--- src/hdl/hrc_pkg.sv ---
// shared types and constants for the handle table with reference counts
`timescale 1ns / 1ps
`default_nettype none

package hrc_pkg;

   // fixed field widths of the stream beats
   localparam int FUNC_W     = 3;
   localparam int HANDLE_W   = 10;
   localparam int KIND_W     = 4;
   localparam int TAG_W      = 32;
   localparam int STATUS_W   = 3;
   localparam int REQ_DATA_W = 48;
   localparam int RSP_DATA_W = 48;

   // defaults for the top level parameters
   localparam int DEF_TABLE_DEPTH   = 1024;
   localparam int DEF_COUNT_WIDTH   = 16;
   localparam int DEF_CONTEXT_WIDTH = 32;

   // kinds 0..9 are real objects, 10 marks no object
   localparam logic [KIND_W-1:0] KIND_LIMIT = 4'd10;
   localparam logic [KIND_W-1:0] KIND_NONE  = 4'd10;

   typedef enum logic [FUNC_W-1:0] {
      FN_CREATE  = 3'd0,
      FN_DESTROY = 3'd1,
      FN_REF     = 3'd2,
      FN_DEREF   = 3'd3,
      FN_QUERY   = 3'd4
   } func_type;

   typedef enum logic [STATUS_W-1:0] {
      STAT_OK         = 3'd0,
      STAT_INVALID    = 3'd1,
      STAT_REFERENCED = 3'd2,
      STAT_ZERO       = 3'd3,
      STAT_FULL       = 3'd4,
      STAT_BADTYPE    = 3'd5,
      STAT_SATURATED  = 3'd6
   } status_type;

   typedef enum logic {
      CNT_INC = 1'b0,
      CNT_DEC = 1'b1
   } cnt_op_type;

   // compare results of the count unit
   typedef struct packed {
      logic is_zero;
      logic le_one;
      logic is_max;
   } cnt_flags_type;

endpackage

`default_nettype wire

--- src/hdl/hrc_count_alu.sv ---
// shared count unit: increment or decrement plus range compares
`timescale 1ns / 1ps
`default_nettype none

module hrc_count_alu import hrc_pkg::*; #(
   parameter int COUNT_WIDTH = DEF_COUNT_WIDTH
) (
   input  logic [COUNT_WIDTH-1:0] count_in,
   input  cnt_op_type             op,
   output logic [COUNT_WIDTH-1:0] count_out,
   output cnt_flags_type          flags
);

   always_comb begin
      flags.is_zero = (count_in == '0);
      flags.le_one  = (count_in <= COUNT_WIDTH'(1));
      flags.is_max  = &count_in;
      if (op == CNT_INC) begin
         count_out = count_in + COUNT_WIDTH'(1);
      end else begin
         count_out = count_in - COUNT_WIDTH'(1);
      end
   end

endmodule

`default_nettype wire

--- config.mk ---
export PLATFORM = sky130hd
export DESIGN_NAME = hrc_count_alu
export DESIGN_NICKNAME = d
export VERILOG_FILES = /design/src/hdl/hrc_pkg.sv /design/src/hdl/hrc_count_alu.sv
export SDC_FILE = /design/constraint.sdc
export NUM_CORES = 1
export LEC_CHECK = 0
export ABC_CLOCK_PERIOD_IN_PS = 1460
export BUFFER_PORTS_ARGS = -buffer_cell sky130_fd_sc_hd__buf_2
export CELL_PAD_IN_SITES_DETAIL_PLACEMENT = 1
export CELL_PAD_IN_SITES_GLOBAL_PLACEMENT = 2
export CORE_MARGIN = 3
export CORE_UTILIZATION = 23
export DETAILED_ROUTE_END_ITERATION = 10
export PLACE_DENSITY = 0.8
export SYNTH_ARGS = -nofsm -noshare
export SYNTH_HDL_FRONTEND = slang
export SYNTH_SLANG_ARGS = --single-unit
--- constraint.sdc ---
create_clock -name vclk -period 1.46
set_input_delay 0.073 -clock vclk [all_inputs]
set_output_delay 0.073 -clock vclk [all_outputs]
set_load 0.1 [all_outputs]
==> reports/metrics.yaml, run 1 <==
status: "complete, but fails checks"
violations: "setup timing"
crit_fanout: 4
yosys.area_share.simple_pct: 49.80
post_drt_wl_per_cell_um: 18.71
gp_congestion: 0.8263
start_util_pct: 24.42
grt_pass1_wl_mm: 4.471
worstSetupEndpointType: "primary output"
arrival_ns: 1.47
fin_cells: 178
drv_slew: 0
drive_gt1_share_pct: 73.65
final_nets: 170
p_switching_w: 0.0004137
ioPinCount: 36
dr.pass1.iters: 4
maxCapViolCount: 0
ir_worst_vdd_v: 0.0004417
dr.first_iter.drc_count: 7
core_area_um2: 2500
setup.worst_path.end: "flags[1]"
die_w_um: 57.53
dieArea_um2: 3309
numPlacedInstances: 171
maxSlewHeadroom_pct: 67.81
grt_pass1_vias: 934
fin_crit_ns: 1.542
synth_xor_area_share_pct: 21.52
ff_latch_area_um2: 0
area_delta_synth_final_pct: 193.9
antenna_cells: 0
synth_area_um2: 610.6
fin_crit_sh_pct: 105.6
combPwrFrac_pct: 100.0
viasPerCell: 5.253
antenna_found_initial: 0
syn_avg_cell_area_um2: 6.938
crit_slowest_cell: "or3b_4"
power_frac_clock_pct: 0
grt_start_max_net_pins: 9
ctsHoldBuffers: 0
design.seq.count: 0
crit_type: "primary input to primary output"
synth.distinct_cells: 30
path_cells: "buf_2 > nor3_4 > nand4_1 > or3b_4 > nor2_4 > buf_12"
fill_cells: 246
leakage_nw: 0.7516
finalHoldViolCount: 0
setup.worst_path.start: "count_in[13]"
wirelength_mm: 3.330
seqPwrFrac_pct: 0
syn_inst: 88
rsz0062_at_grt: "true"
synth.area.mux_share_pct: 1.639
io_buffers: 36
synthAdderAreaFrac_pct: 6.148
holdCritPathClass: "primary input to primary output"
antenna_left: 0
synth_compound_area_share_pct: 10.45
whs_ns: 0.5292
final_common_cell: "buf_4"
multi_input_area_um2: 991.0
overflow: 0
internal_power_w: 0.0002684
synth_nets: 108
max_freq_mhz: 648.5
critPathMaxStageDelay_ns: 0.47
cp.required_ns: 1.39
drc: 0
layout_common_cells: "buf_4 (30), buf_12 (19), nand2_1 (10)"
swShare_pct: 60.66
tightest_slew_ns: 0.4861
synth_top_family_by_area: "simple AND/OR/NAND/NOR gates"
p_per_area_nw_per_um2: 380.2
ys_seq_area_share_pct: 0
rows: 18
setup_viol_count_final: 4
hpwl_mm: 2.297
grtUsageTotal_pct: 16.88
clock_buffers: 0
ys_warn_count: 0
via_count: 935
crit_path_start_kind: "primary input"
die_h_um: 57.53
finalWorstSetupSlack_ns: -0.08194
what timing repair did:
action	in CTS	in global routing
pin swaps	6	10
gates resized for setup	14	34
gates cloned	0	0
buffers inserted	2	5
endpoints found under the setup margin	11	13
per-stage QoR:
step	worst slack, ns	TNS (ns)	util [%]	area [um2]	total power, W
after detailed placement	-0.1076	-0.5468	61.91	1548	0.0006160
after floorplan	-0.3400	-0.8964	-	953.4	0.0003705
after CTS	-0.03657	-0.1007	64.86	1622	0.0006346
after global placement	-0.05682	-0.2365	61.91	1548	0.0006058
final	-0.08194	-0.2016	71.77	1794	0.0006821
after global routing	-0.1280	-0.4975	71.77	1794	0.0007079
Yosys cell counts (2+ instances only):
cell,instances,share of area (%)
xor2_1,11,16
nand2_1,10,6.1
nor2_1,8,4.9
inv_1,5,3.1
a21oi_1,4,3.3
nand3_1,4,3.3
nand4_1,4,4.1
o22ai_1,4,4.1
xnor2_1,4,5.7
and3b_1,3,4.3
and4_1,3,4.3
buf_6,3,5.5
ha_1,3,6.1
nand4_2,3,6.1
nand2b_1,2,2.0
nor3_1,2,1.6
nor3_2,2,3.3
kinds of logic after synthesis:
logic type	after synthesis
AO/OA/AOI/OAI	11
XOR/XNOR	15
adder cells (fa/ha/maj)	3
buffers and inverters	10
multiplexers	1
AND/OR/NAND/NOR	48
routing by layer:
layer / vias up / routed length (um) / track usage [%] / share of wire [%]
li1: 425 / - / - / -
met1: 460 / 1170 / 21.69 / 35
met2: 37 / 1872 / 31.45 / 56
met3: 13 / 167 / 0.6787 / 5.0
met4: 0 / 120 / 2.649 / 3.6
met5: - / 0 / 0 / 0
critical path: cells and delay by family:
| family | cells | cell delay, ns |
|---|---|---|
| AND/OR/NAND/NOR | 4 | 1.06 |
| buffers and inverters | 2 | 0.34 |
worst min-delay path by stage:
stage,startpoint,to,slack [ns],cells after the start
floorplan,count_in[12],count_out[12],0.34,1
global placement,count_in[15],count_out[15],0.54,3
detailed placement,count_in[15],count_out[15],0.54,3
CTS,count_in[5],count_out[5],0.53,3
global route,count_in[5],count_out[5],0.54,3
finish,count_in[5],count_out[5],0.53,3
final cells by class:
cell class         count  share of cell area [%]
well taps             30                   2.092
repair buffers        65                   41.63
inverters              5                   1.046
multi-input cells     78                   55.23
power by group through the flow:
stage | combinational [W] | sequential [W] | clock [W]
after CTS | 0.000635 | 0 | 0
after detailed placement | 0.000616 | 0 | 0
after floorplan | 0.000371 | 0 | 0
after global routing | 0.000708 | 0 | 0
after global placement | 0.000606 | 0 | 0
final | 0.000682 | 0 | 0
No activity file was read; power rests on OpenSTA's default activity.
==> inputs of run 2 (changes only) <==
PLACE_DENSITY = not set   (was 0.8)
PLACE_DENSITY_LB_ADDON = 0.1   (was not set)
==> run 2 against run 1 <==
  * First-iteration DRC count rose to 3.9 times the previous value
  * Maximum frequency rose by 0.27%
  * Worst hold slack got worse by 0.050 ns
  * Worst setup slack improved by 0.0042 ns
  * Via count rose by 2.1%
  * Die area did not move
  * Flip-flop and latch count did not move
  * Design area rose by 2.8%
  * Combinational power rose by 2.9%
  * The flow still finishes with violations (setup timing)
  * Sequential share of layout area did not move
  * Routed wire length rose by 20%
  * Utilization rose by 2.0 points
==> reports/metrics.yaml, run 2 (synthesis gave the netlist of run 1 again) <==
setup_viol_count_final: 6
drc: 0
io_buffers: 36
arrival_ns: 1.46
total_power_w: 0.0007019
worst_path_dominant_cell_family: "buffers and inverters"
overflow: 0
leakage_nw: 0.7677
crit_path_start_kind: "primary input"
crit_type: "primary input to primary output"
cp.required_ns: 1.39
whs_ns: 0.4796
clock_buffers: 0
start_util_pct: 24.42
fin_crit_ns: 1.538
grt_start_max_net_pins: 9
finalWorstSetupSlack_ns: -0.07773
area_delta_synth_final_pct: 202.0
grtUsageTotal_pct: 21.48
critPathMaxStageDelay_ns: 0.29
tightest_slew_ns: 0.4845
final_common_cell: "buf_4"
ir_worst_vdd_v: 0.0003483
worstSetupEndpointType: "primary output"
rows: 18
grt_pass1_wl_mm: 5.616
core_area_um2: 2500
path_cells: "buf_8 > nor3_4 > buf_6 > nand4_4 > o22ai_4 > xor2_2 > buf_12"
p_per_area_nw_per_um2: 380.6
wirelength_mm: 4.011
hpwl_mm: 2.530
crit_slowest_cell: "nor3_4"
antenna_found_initial: 0
layout_common_cells: "buf_4 (35), buf_12 (19), xor2_4 (8), buf_2 (8), nand2_1 (7)"
finalHoldViolCount: 0
maxCapViolCount: 0
gp_congestion: 0.8066
drv_slew: 0
antenna_left: 0
grt_pass1_vias: 1101
dr.pass1.iters: 4
final_nets: 174
dieArea_um2: 3309
post_drt_wl_per_cell_um: 22.04
die_h_um: 57.53
ff_latch_area_um2: 0
via_count: 955
maxSlewHeadroom_pct: 67.92
drive_gt1_share_pct: 79.61
crit_fanout: 4
status: "complete, but fails checks"
ioPinCount: 36
violations: "setup timing"
max_freq_mhz: 650.3
final_core_util_pct: 73.77
design.seq.count: 0
viasPerCell: 5.247
die_w_um: 57.53
dr.first_iter.drc_count: 27
holdCritPathClass: "primary input to primary output"
fill_cells: 239
antenna_cells: 0
rsz0062_at_grt: "true"
fin_crit_sh_pct: 105.3
path_buf_inv: 3
finalSetupTns_ns: -0.1715
preCtsSetupSlack_ns: -0.08854
## run 2: path summary, 6_finish.rpt
check	start	cells after the start	to
setup / recovery	count_in[4]	7	count_out[10]
hold / removal	count_in[7]	3	count_out[7]
## run 2: layout make-up
type	count	area, um2	share of cell area [%]
multi-input combinational	78	1022	55.43
timing repair buffer	69	765.7	41.52
tap	30	37.54	2.035
inverter	5	18.77	1.018
## run 2: tightest hold or removal path, delay by kind of cell
kind | cells | cell delay, ns
xor gates and xnor gates | 1 | 0.08
buffers and inverters | 2 | 0.26
## run 2: per-layer routing
layer	wire [um]	vias to the layer above	global-route usage [%]
li1	-	440	-
met2	2201	44	41.94
met3	171	12	1.584
met5	0	-	0
met1	1505	459	24.86
met4	132	0	4.967
## run 2: metrics by stage
step,cell area [um2],instances
after floorplan,953.4,88
after global placement,1585,176
after detailed placement,1585,176
after global routing,1844,182
final,1844,182
after CTS,1694,178
## run 2: repair_timing
item	CTS	global route
endpoints found under the hold margin	0	0
pin swaps	11	18
buffers inserted	2	4
hold buffers	0	0
gates resized for setup	25	30
endpoints found under the setup margin	11	14
## run 2: power breakdown
| group | internal [W] | leakage (nW) | total (W) | switching [W] |
|---|---|---|---|---|
| Combinational | 0.000272 | 0.768 | 0.000702 | 0.000430 |
| Clock | 0 | 0 | 0 | 0 |
| Sequential | 0 | 0 | 0 | 0 |
| Total | 0.000272 | 0.768 | 0.000702 | 0.000430 |
==> inputs of run 3 (changes only) <==
CORE_MARGIN = not set   (was 3)
SETUP_SLACK_MARGIN = 0.05   (was not set)
==> run 3 against run 2 <==
  * First-iteration DRC count is 93% lower
  * The run still ends with setup timing left
  * Worst hold slack better by 0.028 ns
  * Critical path depth stayed put
  * Die area is 13% lower
  * Largest power group unchanged
  * Design area is 2.0% lower
==> reports/metrics.yaml, run 3 (synthesis gave the netlist of run 1 again) <==
max_freq_mhz: 669.4
worstSetupEndpointType: "primary output"
via_count: 914
design.seq.count: 0
fin_area_um2: 1807
io_buffers: 36
holdCritPathClass: "primary input to primary output"
drc: 0
fin_crit_sh_pct: 102.3
crit_path_start_kind: "primary input"
ctsHoldBuffers: 0
grt_pass1_vias: 950
ff_latch_area_um2: 0
crit_type: "primary input to primary output"
status: "complete, but fails checks"
finalWorstSetupSlack_ns: -0.03382
antenna_cells: 0
overflow: 0
viasPerCell: 5.135
violations: "setup timing"
fin_crit_ns: 1.494
cp.required_ns: 1.39
tightest_slew_ns: 0.4830
finalHoldViolCount: 0
grt_pass1_wl_mm: 4.774
hpwl_mm: 2.212
crit_fanout: 3
drive_gt1_share_pct: 80.41
total_power_w: 0.0006722
clock_buffers: 0
antenna_found_initial: 0
preCtsSetupSlack_ns: -0.1741
setup_viol_count_final: 2
numPlacedInstances: 174
leakage_nw: 0.7415
fin_cells: 178
whs_ns: 0.5080
gp_congestion: 0.7778
die_h_um: 53.53
maxSlewHeadroom_pct: 68.02
drv_slew: 0
layout_common_cells: "buf_4 (31), buf_12 (18), buf_2 (9)"
antenna_left: 0
start_util_pct: 24.42
dr.pass1.iters: 2
ioPinCount: 36
final_nets: 170
area_delta_synth_final_pct: 195.9
rows: 18
wirelength_mm: 3.041
place_area_um2: 1587
post_drt_wl_per_cell_um: 17.08
fill_cells: 249
rsz0062_at_grt: "true"
dieArea_um2: 2865
p_per_area_nw_per_um2: 372.1
maxCapViolCount: 0
arrival_ns: 1.42
grt_start_max_net_pins: 9
die_w_um: 53.53
core_area_um2: 2500
dr.first_iter.drc_count: 2
grtUsageTotal_pct: 23.27
final_common_cell: "buf_4"
ir_worst_vdd_v: 0.0004150
-- run 3: per-stage QoR --
step | utilization [%] | setup TNS (ns)
final | 72.27 | -0.05342
after global routing | 72.27 | -0.4093
after CTS | 69.42 | -0.02029
after detailed placement | 63.46 | -0.6242
after global placement | 63.46 | -0.1057
after floorplan | - | -0.9097
-- run 3: timing repair --
item / in CTS / in global routing
gates resized for setup: 31 / 16
setup buffers: 2 / 2
pin swaps: 13 / 13
setup endpoints to repair: 14 / 15
-- run 3: report_power, final --
part | leakage (nW) | internal, W | switching, W | total [W]
sequential | 0 | 0 | 0 | 0
combinational | 0.741 | 0.000261 | 0.000412 | 0.000672
clock | 0 | 0 | 0 | 0
total | 0.741 | 0.000261 | 0.000412 | 0.000672
-- run 3: path summary, 6_finish.rpt --
kind  slack (ns)  depth (start not counted)            to         from
max        -0.03                          7      flags[2]  count_in[7]
min         0.51                          3  count_out[5]  count_in[5]
-- run 3: area by class of cell --
cell class	instances	area [um2]	share of cell area, %
timing repair buffer	65	728.2	40.30
inverter	5	18.77	1.039
tap	30	37.54	2.078
multi-input combinational	78	1022	56.58
-- run 3: worst max-delay path, stage by stage --
cell and delay [ns]:
buf_8 0.11, nor3_4 0.24, buf_6 0.14, nand4_1 0.12, or3b_4 0.43, nor2_4 0.12, buf_12 0.18
-- run 3: per-layer routing --
metal	vias to the layer above	GRT usage [%]	wire length [um]
li1	425	-	-
met1	446	28.21	1194
met2	33	42.29	1606
met3	10	1.149	116
met4	0	9.211	123
met5	-	0	0
